### src/rtl/dlts_pkg.sv
// ----------------------------------------------------------------------------
// dlts_pkg
// Shared types and constants for the delta list task scheduler.
// ----------------------------------------------------------------------------
package dlts_pkg;

  localparam int unsigned MaxTasks = 32;
  localparam int unsigned SlotW    = 5;
  localparam int unsigned CntW     = 6;
  localparam int unsigned ResLimit = 32;

  typedef enum logic [1:0] {
    CMD_ADD      = 2'd0,
    CMD_TICK     = 2'd1,
    CMD_DISPATCH = 2'd2,
    CMD_DELETE   = 2'd3
  } cmd_e;

  typedef enum logic [2:0] {
    ST_DONE     = 3'd0,
    ST_FULL     = 3'd1,
    ST_NOT_USED = 3'd2,
    ST_DUE      = 3'd3,
    ST_NONE_DUE = 3'd4
  } status_e;

  typedef enum logic [3:0] {
    FSM_IDLE,
    FSM_ADD_RD,
    FSM_INS_RD,
    FSM_INS_WALK,
    FSM_INS_LINK,
    FSM_INS_FIX,
    FSM_DEL_SET,
    FSM_UNL_RD,
    FSM_UNL_SUM,
    FSM_UNL_FIX,
    FSM_DSP_RD,
    FSM_DSP_CHK,
    FSM_DSP_NEXT,
    FSM_TICK
  } fsm_e;

  // controller -> datapath
  typedef struct packed {
    logic cap_input;   // latch input word
    logic ins_start;   // load insert walk: slot=cur_slot, delay=work delay
    logic ins_step;    // advance walk by one
    logic ins_link;    // write link fields of the new entry
    logic ins_fix;     // link neighbors, fix successor delta / head
    logic unl_read;    // read unlink neighbors
    logic unl_sum;     // read successor delta
    logic unl_fix;     // add delta to successor, relink
    logic dsp_read;    // read head entry
    logic dsp_req;     // reinsert: slot = head, delay = period
    logic tick;        // decrement head
    logic add_setup;   // claim free slot, store period
    logic del_setup;   // free target slot, cur = target
    logic free_cur;    // free cur slot
  } dp_cmd_t;

  // datapath -> controller
  typedef struct packed {
    logic full;
    logic empty;
    logic walk_done;
    logic head_due;
    logic period_zero;
    logic tgt_used;
  } dp_sts_t;

endpackage

### src/rtl/dlts_ctrl.sv
// ----------------------------------------------------------------------------
// dlts_ctrl
// Sequencer for add, tick, dispatch and delete.
// ----------------------------------------------------------------------------
module dlts_ctrl
  import dlts_pkg::*;
(
  input  logic             clk_i,
  input  logic             rst_ni,
  input  logic             start_i,
  input  logic [1:0]       command_i,
  input  logic [SlotW-1:0] target_slot_i,
  input  dp_sts_t          sts_i,
  input  logic [SlotW-1:0] cur_slot_i,
  output dp_cmd_t          cmd_o,
  output logic             busy_o,
  output logic             strobe_o,
  output logic [SlotW-1:0] result_slot_o,
  output logic [2:0]       status_o,
  output logic             is_last_o
);

  fsm_e state_q, state_d;
  cmd_e op_q, op_d;
  logic [CntW-1:0]  k_q, k_d;       // dispatch results so far
  logic [SlotW-1:0] held_q, held_d; // due slot not yet reported
  logic             str_q, str_d, last_q, last_d;
  logic [SlotW-1:0] rs_q, rs_d;
  status_e          st_q, st_d;

  assign busy_o        = (state_q != FSM_IDLE);
  assign strobe_o      = str_q;
  assign result_slot_o = rs_q;
  assign status_o      = st_q;
  assign is_last_o     = last_q;

  always_comb begin
    state_d = state_q;
    op_d    = op_q;
    k_d     = k_q;
    held_d  = held_q;
    str_d   = 1'b0;
    last_d  = 1'b0;
    rs_d    = rs_q;
    st_d    = st_q;
    cmd_o   = '0;
    unique case (state_q)
      FSM_IDLE: begin
        if (start_i) begin
          cmd_o.cap_input = 1'b1;
          op_d = cmd_e'(command_i);
          k_d  = '0;
          unique case (cmd_e'(command_i))
            CMD_ADD:      state_d = FSM_ADD_RD;
            CMD_TICK:     state_d = FSM_TICK;
            CMD_DISPATCH: state_d = FSM_DSP_RD;
            CMD_DELETE: begin
              if (!sts_i.tgt_used) begin
                str_d = 1'b1; last_d = 1'b1;
                rs_d = target_slot_i; st_d = ST_NOT_USED;
                state_d = FSM_IDLE;
              end else begin
                state_d = FSM_DEL_SET;
              end
            end
            default: state_d = FSM_IDLE;
          endcase
        end
      end
      FSM_TICK: begin
        cmd_o.tick = 1'b1;
        str_d = 1'b1; last_d = 1'b1; rs_d = '0; st_d = ST_DONE;
        state_d = FSM_IDLE;
      end
      FSM_ADD_RD: begin
        if (sts_i.full) begin
          str_d = 1'b1; last_d = 1'b1; rs_d = '0; st_d = ST_FULL;
          state_d = FSM_IDLE;
        end else begin
          cmd_o.add_setup = 1'b1;
          state_d = FSM_INS_RD;
        end
      end
      FSM_INS_RD: begin
        cmd_o.ins_start = 1'b1;
        state_d = sts_i.empty ? FSM_DSP_NEXT : FSM_INS_WALK;
      end
      FSM_INS_WALK: begin
        if (sts_i.walk_done) state_d = FSM_INS_LINK;
        else cmd_o.ins_step = 1'b1;
      end
      FSM_INS_LINK: begin
        cmd_o.ins_link = 1'b1;
        state_d = FSM_INS_FIX;
      end
      FSM_INS_FIX: begin
        cmd_o.ins_fix = 1'b1;
        state_d = FSM_DSP_NEXT;
      end
      FSM_DSP_NEXT: begin
        // end of an insert, or of a freed one-shot task
        if (op_q == CMD_DISPATCH) begin
          if (k_q == CntW'(ResLimit)) begin
            str_d = 1'b1; last_d = 1'b1; rs_d = held_q; st_d = ST_DUE;
            state_d = FSM_IDLE;
          end else begin
            state_d = FSM_DSP_RD;
          end
        end else begin
          str_d = 1'b1; last_d = 1'b1; rs_d = cur_slot_i; st_d = ST_DONE;
          state_d = FSM_IDLE;
        end
      end
      FSM_DSP_RD: begin
        cmd_o.dsp_read = 1'b1;
        state_d = FSM_DSP_CHK;
      end
      FSM_DSP_CHK: begin
        if (!sts_i.head_due) begin
          // emit the held due result as last, or none due
          str_d = 1'b1; last_d = 1'b1;
          if (k_q == '0) begin
            rs_d = '0; st_d = ST_NONE_DUE;
          end else begin
            rs_d = held_q; st_d = ST_DUE;
          end
          state_d = FSM_IDLE;
        end else begin
          // previous due result goes out now, not last
          if (k_q != '0) begin
            str_d = 1'b1; rs_d = held_q; st_d = ST_DUE;
          end
          held_d = cur_slot_i;
          k_d = k_q + 1'b1;
          state_d = FSM_UNL_RD;
        end
      end
      FSM_DEL_SET: begin
        cmd_o.del_setup = 1'b1;
        state_d = FSM_UNL_RD;
      end
      FSM_UNL_RD: begin
        cmd_o.unl_read = 1'b1;
        state_d = FSM_UNL_SUM;
      end
      FSM_UNL_SUM: begin
        cmd_o.unl_sum = 1'b1;
        state_d = FSM_UNL_FIX;
      end
      FSM_UNL_FIX: begin
        cmd_o.unl_fix = 1'b1;
        if (op_q == CMD_DISPATCH) begin
          if (sts_i.period_zero) begin
            cmd_o.free_cur = 1'b1;
            state_d = FSM_DSP_NEXT;
          end else begin
            cmd_o.dsp_req = 1'b1;
            state_d = FSM_INS_RD;
          end
        end else begin
          str_d = 1'b1; last_d = 1'b1; rs_d = cur_slot_i; st_d = ST_DONE;
          state_d = FSM_IDLE;
        end
      end
      default: state_d = FSM_IDLE;
    endcase
  end

  always_ff @(posedge clk_i or negedge rst_ni) begin
    if (!rst_ni) begin
      state_q <= FSM_IDLE;
      op_q    <= CMD_ADD;
      k_q     <= '0;
      held_q  <= '0;
      str_q   <= 1'b0;
      last_q  <= 1'b0;
      rs_q    <= '0;
      st_q    <= ST_DONE;
    end else begin
      state_q <= state_d;
      op_q    <= op_d;
      k_q     <= k_d;
      held_q  <= held_d;
      str_q   <= str_d;
      last_q  <= last_d;
      rs_q    <= rs_d;
      st_q    <= st_d;
    end
  end

endmodule

### config.mk
export PLATFORM = sky130hd
export DESIGN_NAME = dlts_ctrl
export DESIGN_NICKNAME = d
export VERILOG_FILES = /design/src/rtl/dlts_pkg.sv /design/src/rtl/dlts_ctrl.sv
export SDC_FILE = /design/constraint.sdc
export NUM_CORES = 1
export LEC_CHECK = 0
export BUFFER_PORTS_ARGS = -buffer_cell sky130_fd_sc_hd__clkbuf_2
export CORE_MARGIN = 2
export CORE_UTILIZATION = 53
export CTS_CLUSTER_DIAMETER = 150
export DETAILED_ROUTE_END_ITERATION = 12
export PLACE_DENSITY = 0.92
export SLEW_MARGIN = 15
export SYNTH_ARGS = -nofsm -noshare
export SYNTH_HDL_FRONTEND = slang
export SYNTH_SLANG_ARGS = --single-unit
### constraint.sdc
create_clock -name clk_i -period 2.01 [get_ports clk_i]
set_input_delay 0.1005 -clock clk_i [delete_from_list [all_inputs] [get_ports clk_i]]
set_output_delay 0.1005 -clock clk_i [all_outputs]
set_load 0.05 [all_outputs]
==> impl_metrics.ini, run 1 <==
[outcome]
run_status = complete, no violations

[route]
met3WireLength_um = 339
post_drt_wl_per_cell_um = 15.70
via_per_inst = 5.838
wl_met1_mm = 1.940
num_vias = 1798
dr_wl_met2_mm = 2.412
dr.max_layer_used = met4
drtPass1Iterations = 5
drt_iter0_markers = 114
drc = 0
ant_nets = 0
finalWirelength_mm = 4.837

[floorplan]
fp.dieW_um = 61.90
ios = 46
die_y_um = 61.90
design.die.area_sq_um = 3832
coreArea_sq_um = 3284
num_rows = 21
start_util_pct = 54.10

[global_routing]
grt_usage_pct = 24.72
grt_max_degree = 28
antenna_found_initial = 0
grt-ovfl-total = 0
grt_pass1_vias = 1542
grt_pass1_wl_mm = 7.031

[layout]
final_area_sq_um = 2277
drive_gt1_share_pct = 34.73
layoutNonFillerInstCount = 308
diodes = 0
area_growth_syn_to_layout_pct = 28.17
final_core_util_pct = 69.33
final_nets = 289

[clocking]
root_buffer = clkbuf_4
cts_tree = yes
cts_buffers = 3
path_clk_slew_ns = 0.15
clock_latency_ns = 0.32
cts_buffer_depth = 2
clock_sinks = 27
cts_max_level = 1

[sta]
period_needed_ns = 1.988
hold-worst-slack_ns = 0.05031
finalHoldViolCount = 0
worstMarginPinSlew_ns = 0.6459
fmax_mhz = 503.1
relSlewSlack_pct = 56.94
drv_slew = 0
fin_worst_skew_ns = 0.006549
timing.final.crit_share_pct = 98.89
finalSetupViolations = 0

[job]
cap_violations = 0

[worst_setup_path]
path_max_fanout = 5
critPathKind = reg -> out
start_kind = flop
worst_ep_required_time_ns = 1.91
arrival_ns = 1.89
cp-end-kind = primary output
startpoint = state_q[2]$_DFFE_PN0P_
r2r-start = k_q[1]$_DFFE_PN0P_

[placement]
place_congestion = 0.8748
dpl_cell_area_sq_um = 2098
place_hpwl_mm = 3.237
dp.cells = 294
port_buffers = 45

[synthesis]
syn_area_sq_um = 1777
synth-seq-cells = 27
ys_seq_area_share_pct = 38.03
avgSynthCellArea_sq_um = 8.752
synth.net_count = 229
synthCells = 203
yosysWarningCount = 0
synthFlopType = dfrtp_1
synth_cell_types = 49
synthArstFlopShare_pct = 100.0
synth_edf_count = 0

[hold_path]
min_path_type = in -> reg
hold_start = command_i[1]

[pwr]
ir_drop_uv = 708.5
p_leak_nw = 1.085
power_density_nw_per_um2 = 1488
[cell type report]
class	instances	area (sq um)
Clock inverter	1	7.507
Timing Repair Buffer	65	414.1
Multi-Input combinational cell	156	1059
Tap cell	46	57.56
Sequential cell	27	679.4
Clock buffer	3	22.52
Fill cell	249	1007
Inverter	10	37.54
[per-layer routing]
metal  vias to the layer above  GRT usage (%)
met2                        97          40.90
met1                       841          33.03
met3                        23          3.520
li1                        837              -
met5                         -              0
met4                         0          8.815
[critical path: stages, from the launching register on]
cell and delay, ns:
dfrtp_1 0.48, buf_4 0.19, nor4b_2 0.38, nor2b_2 0.26
clkbuf_4 0.25
[worst paths after layout]
kind	slack [ns]	end	cells past startpoint
worst max-delay path	0.02	cmd_o[2]	4
worst min-delay path	0.05	op_q[1]$_DFFE_PN0P_	2
worst max register to register	0.04	result_slot_o[3]$_DFFE_PN0P_	8
worst min register to register	0.49	held_q[2]$_DFFE_PN0P_	2
max in group asynchronous	1.25	state_q[3]$_DFFE_PN0P_	2
min in group asynchronous	0.31	status_o[1]$_DFFE_PN0P_	2
[layout by cell type (no fill, tap or decap), types with 5 or more instances in the layout]
master and n:
clkbuf_2 42, nand2_1 32, nor2_1 25, dfrtp_1 24, buf_4 13, inv_1 8, o21ai_0 8, a21oi_1 8
a31oi_1 8, dlygate4sd3_1 6, mux2_4 5, ha_1 5, clkbuf_4 5
[flip-flops by register name (all words and copies together) (netlist names)]
name,count
held_q,5
is_last_o,1
k_q,6
op_q,2
result_slot_o,5
state_q,4
status_o,3
strobe_o,1
[per-stage QoR]
stage          TNS [ns]  worst slack (ns)  power [W]
2_1_floorplan         0           0.05535   0.002475
3_3_place_gp          0            0.1119   0.002864
3_5_place_dp          0           0.02874   0.002936
4_1_cts               0          0.004339   0.003265
5_1_grt         -0.3515          -0.06538   0.003593
6_report              0           0.02239   0.003389
[power by group]
group | leakage (nW) | switching [W] | internal (W)
Clock | 0.0139 | 0.000161 | 0.0000760
Sequential | 0.346 | 0.000170 | 0.000736
Combinational | 0.725 | 0.00141 | 0.000837
Total | 1.09 | 0.00174 | 0.00165
[synthesized netlist by cell type, types with 3 or more instances]
library cell / n / area [sq um]
xor2_1: 4 / 35.03
nor2_1: 25 / 93.84
a31oi_1: 8 / 50.05
mux2_4: 5 / 75.07
nand3_1: 3 / 15.01
or2_1: 3 / 18.77
o21ai_0: 8 / 40.04
nand2b_1: 4 / 25.02
nand2_1: 33 / 123.9
nand4_1: 3 / 18.77
and2_1: 3 / 18.77
nor2b_1: 3 / 18.77
o21ai_1: 3 / 15.01
a21oi_1: 8 / 40.04
nor3_1: 7 / 35.03
buf_2: 3 / 15.01
inv_1: 8 / 30.03
dfrtp_1: 27 / 675.7
ha_1: 5 / 62.56
[logic make-up (layout without fill, tap and decap cells)]
logic type | after synthesis | after routing | share of synthesized area (%)
fa+ha+maj | 5 | 5 | 3.521
mux | 8 | 8 | 6.056
simple gates | 100 | 100 | 29.79
compound gates | 39 | 39 | 14.93
xor+xnor | 4 | 4 | 1.972
buf+inv | 20 | 79 | 5.704
flops | 27 | 27 | 38.03
[repair_timing]
item / CTS / global route
endpoints found under the hold margin: 32 / 0
endpoints found under the setup margin: 4 / 10
resized for setup: 5 / 10
setup buffers: 1 / 3
hold buffers: 6 / 0
pin swaps: 1 / 1
(Power assumes the default switching activity.)
==> run 2: changes to the inputs <==
- CTS_CLUSTER_DIAMETER: 150 -> unset
- clock period: 2.01 -> 2.26 ns (I/O delays scaled with it)
==> impl_metrics.ini, run 2 (same netlist as run 1, synthesis figures left out) <==
[outcome]
run_status = complete, no violations

[floorplan]
start_util_pct = 54.10
fp.dieW_um = 61.90
die_y_um = 61.90
num_rows = 21
ios = 46
design.die.area_sq_um = 3832
coreArea_sq_um = 3284

[layout]
drive_gt1_share_pct = 30.16
area_growth_syn_to_layout_pct = 20.70
regMostFlops = k_q
layout_commonest_cell = clkbuf_2
final_nets = 279
layoutNonFillerInstCount = 298
diodes = 0
final_cell_mix = clkbuf_2 (44), nand2_1 (33), nor2_1 (25), dfrtp_1 (25)
largest_reg_flops = 6

[sta]
drv_slew = 0
finalSetupViolations = 0
worstMarginPinSlew_ns = 0.6374
layout_setup_ws_ns = 0.1226
grt_setup_unrepaired = false
period_needed_ns = 2.137
fin_worst_skew_ns = 0.003610
finalHoldViolCount = 0
hold-worst-slack_ns = 0.06166
timing.final.crit_share_pct = 94.58
fmax_mhz = 467.9
relSlewSlack_pct = 57.51
fin_tns_setup_ns = 0

[route]
via_per_inst = 5.523
drt_iter0_markers = 150
num_vias = 1646
finalWirelength_mm = 3.930
ant_nets = 0
post_drt_wl_per_cell_um = 13.19
drc = 0
drtPass1Iterations = 4

[clocking]
clock_sinks = 27
cts_max_level = 1
cts_tree = yes
clock_latency_ns = 0.33
cts_buffer_depth = 2
path_clk_slew_ns = 0.15
root_buffer = clkbuf_4
cts_buffers = 3

[placement]
place_hpwl_mm = 3.020
dp.cells = 288
dp_slack_ns = 0.2790
place_congestion = 0.8861
port_buffers = 45

[pwr]
p_leak_nw = 1.013
ir_drop_uv = 473.6
power_density_nw_per_um2 = 1291

[worst_setup_path]
worst_ep_required_time_ns = 2.15
start_kind = flop
arrival_ns = 2.02
path_max_fanout = 15
cp-end-kind = primary output
critPathKind = reg -> out

[global_routing]
antenna_found_initial = 0
grt-ovfl-total = 0
grt_pass1_wl_mm = 6.065
grt_pass1_vias = 1328
grt_max_degree = 28
grt_usage_pct = 20.95

[job]
cap_violations = 0

[hold_path]
min_path_type = in -> reg
## run 2: critical path: stages, from the launching register on
cell	delay, ns
dfrtp_1	0.59
nor4b_2	0.50
nor2b_1	0.28
clkbuf_2	0.32
## run 2: worst paths after layout
check | from | endpoint | slack, ns | depth (start not counted)
setup reg to reg | state_q[1]$_DFFE_PN0P_ | result_slot_o[1]$_DFFE_PN0P_ | 0.24 | 5
min in group asynchronous | rst_ni | result_slot_o[3]$_DFFE_PN0P_ | 0.34 | 2
max in group asynchronous | rst_ni | state_q[3]$_DFFE_PN0P_ | 1.47 | 2
setup / recovery | state_q[1]$_DFFE_PN0P_ | cmd_o[2] | 0.12 | 3
hold / removal | command_i[1] | op_q[1]$_DFFE_PN0P_ | 0.06 | 2
hold reg to reg | held_q[0]$_DFFE_PN0P_ | held_q[0]$_DFFE_PN0P_ | 0.49 | 2
## run 2: layout make-up
cell class | instances | area [sq um]
Inverter | 10 | 37.54
Fill cell | 263 | 1140
Timing Repair Buffer | 55 | 315.3
Clock inverter | 1 | 7.507
Sequential cell | 27 | 678.2
Tap cell | 46 | 57.56
Clock buffer | 3 | 22.52
Multi-Input combinational cell | 156 | 1026
## run 2: metal layers
layer | wire [um] | up-vias | track usage, %
met2 | 1929 | 62 | 32.93
li1 | - | 805 | -
met3 | 211 | 7 | 2.277
met5 | 0 | - | 0
met4 | 48 | 0 | 4.559
met1 | 1740 | 772 | 31.18
## run 2: report_power, final
part,internal [W],switching [W],total (W),leakage (nW)
Clock,0.0000678,0.000149,0.000216,0.0139
Combinational,0.000621,0.00111,0.00173,0.652
Sequential,0.000653,0.000166,0.000820,0.347
Total,0.00134,0.00143,0.00277,1.01
## run 2: what timing repair did
action                                 4_1_cts  5_1_grt
endpoints found under the hold margin       30        2
hold buffers                                 4        2
buffers inserted                             0        0
setup endpoints to repair                    0        2
resized for setup                            0        5
## run 2: through the flow
stage / utilization [%] / power (W) / cell area [sq um]
3_5_place_dp: 62.17 / 0.002519 / 2042
3_3_place_gp: 62.17 / 0.002487 / 2042
5_1_grt: 65.30 / 0.002960 / 2145
2_1_floorplan: - / 0.002191 / 1793
4_1_cts: 64.30 / 0.002733 / 2112
6_report: 65.30 / 0.002768 / 2145
==> run 3: changes to the inputs <==
- ABC_AREA: unset -> 1
- PLACE_DENSITY: 0.92 -> 0.91
==> impl_metrics.ini, run 3 <==
[worst_setup_path]
max_stage_delay_ns = 0.41
cp-end-kind = primary output
critPathKind = reg -> out
worst_ep_required_time_ns = 2.15
path_cells = inv_1, nand2_1, inv_1, nand2_1, nor2_1, clkbuf_2
slowest_stage = dfrtp_1
arrival_ns = 1.88
start_kind = flop
path_max_fanout = 13

[synthesis]
synth_top_area_share_pct = 34.95
synth.net_count = 297
synthCells = 271
synthFlopType = dfrtp_1
synth_cell_types = 29
syn_area_sq_um = 1933
yosysTopAreaCell = dfrtp_1
ys_seq_area_share_pct = 34.95
synth_edf_count = 0
synth_common_cells = nand2_1 (70), nor2_1 (35), inv_1 (32)
synth_area_leaders = dfrtp_1 (35%), nand2_1 (14%), nor2_1 (6.8%)
yosysWarningCount = 0
synth-seq-cells = 27
synthArstFlopShare_pct = 100.0
avgSynthCellArea_sq_um = 7.133
yosysMostFrequentCell = nand2_1

[floorplan]
start_util_pct = 56.59
design.die.area_sq_um = 4147
die_y_um = 64.40
coreArea_sq_um = 3416
fp.dieW_um = 64.40
ios = 46
num_rows = 21

[route]
post_drt_wl_per_cell_um = 12.38
via_per_inst = 5.093
ant_nets = 0
drc = 0
num_vias = 1854
drtPass1Iterations = 4
finalWirelength_mm = 4.506
drt_iter0_markers = 129

[pwr]
p_sw_w = 0.001594
p_leak_nw = 1.309
switching_share_pct = 57.36
power_density_nw_per_um2 = 1243
combPwrFrac_pct = 63.8
p_seq_share_pct = 28.3
intPower_w = 0.001185
p_clk_share_pct = 8.0
ir_drop_uv = 578.0

[global_routing]
grt_pass1_wl_mm = 7.817
antenna_found_initial = 0
grt_max_degree = 28
grt-ovfl-total = 0
grt_usage_pct = 23.57
grt_pass1_vias = 1672

[clocking]
cts_buffer_depth = 2
cts_tree = yes
clock_latency_ns = 0.34
root_buffer = clkbuf_4
cts_buffers = 3
cts_max_level = 1
path_clk_slew_ns = 0.15
clock_sinks = 27
ctsResizeCount = 0

[hold_path]
min_path_type = in -> reg

[layout]
regMostFlops = k_q
layout_commonest_cell = nand2_1
final_nets = 345
final_core_util_pct = 65.46
area_growth_syn_to_layout_pct = 15.66
drive_gt1_share_pct = 25.16
diodes = 0
largest_reg_flops = 6
final_cell_mix = nand2_1 (70), clkbuf_2 (45), nor2_1 (35)

[sta]
fmax_mhz = 502.9
relSlewSlack_pct = 56.00
finalHoldViolCount = 0
grt_setup_unrepaired = false
timing.final.crit_share_pct = 87.98
drv_slew = 0
finalSetupViolations = 0
worstMarginPinSlew_ns = 0.6600
period_needed_ns = 1.988
fin_worst_skew_ns = 0.001788
fin_tns_setup_ns = 0

[placement]
port_buffers = 45
place_congestion = 0.9240
place_hpwl_mm = 3.585

[job]
cap_violations = 0

[outcome]
run_status = complete, no violations
## run 3: final timing paths
kind,from,end,slack (ns),cells past startpoint
max,op_q[0]$_DFFE_PN0P_,cmd_o[0],0.27,6
min,sts_i[2],is_last_o$_DFF_PN0_,0.02,2
max reg2reg,state_q[0]$_DFFE_PN0P_,k_q[2]$_DFFE_PN0P_,0.63,6
min reg2reg,op_q[1]$_DFFE_PN0P_,op_q[1]$_DFFE_PN0P_,0.53,2
max in group asynchronous,rst_ni,result_slot_o[0]$_DFFE_PN0P_,1.53,2
min in group asynchronous,rst_ni,k_q[3]$_DFFE_PN0P_,0.31,2
## run 3: per-stage QoR
stage | total power, W | setup slack, ns | cell area, sq um | std cells | hold WS, ns
after floorplan | 0.002191 | 0.2560 | 1933 | 271 | -0.1826
after global placement | 0.002541 | 0.7163 | 2196 | 359 | 0.1713
after detailed placement | 0.002560 | 0.6657 | 2196 | 359 | 0.1733
after CTS | 0.002781 | 0.2903 | 2236 | 364 | 0.01279
after global routing | 0.003007 | 0.1459 | 2236 | 364 | 0.007873
final | 0.002780 | 0.2717 | 2236 | 364 | 0.02156
## run 3: timing repair
item | CTS | global route
hold buffers | 1 | 0
setup buffers | 0 | 0
setup endpoints to repair | 0 | 0
hold endpoints to repair | 27 | 0
## run 3: critical path, delay by kind of cell, from the launching register on
kind,cells,cell delay (ns)
buffers and inverters,3,0.59
AND/OR/NAND/NOR,3,0.52
flip-flops,1,0.41
## run 3: layout make-up
class	instances	area [sq um]
Sequential cell	27	675.6
Clock inverter	1	7.507
Multi-Input combinational cell	205	1100
Inverter	36	137.6
Tap cell	46	57.56
Timing Repair Buffer	46	235.2
Clock buffer	3	22.52
Fill cell	310	1180
## run 3: cell families (layout without fill, tap and decap cells)
logic type               Yosys count  count (layout)  synth area share, %
XOR/XNOR                           3               3                1.359
adder cells (fa/ha/maj)            5               5                3.236
buffers and inverters             39              86                8.155
AO/OA/AOI/OAI                     25              25                8.026
AND/OR/NAND/NOR                  172             172                44.27
flip-flops                        27              27                34.95
## run 3: power groups by stage
stage          clock network [W]  logic, W  registers (W)
2_1_floorplan                  0   0.00119        0.00101
3_3_place_gp                   0   0.00175       0.000792
3_5_place_dp                   0   0.00177       0.000793
4_1_cts                 0.000225   0.00177       0.000784
5_1_grt                 0.000246   0.00195       0.000811
6_report                0.000221   0.00177       0.000786
## run 3: per-layer routing
metal	vias to the layer above	global-route usage, %	wire length (um)
met2	45	36.85	2118
met5	-	0	0
met1	838	34.15	2124
li1	965	-	-
met3	6	4.049	215
met4	0	5.319	47
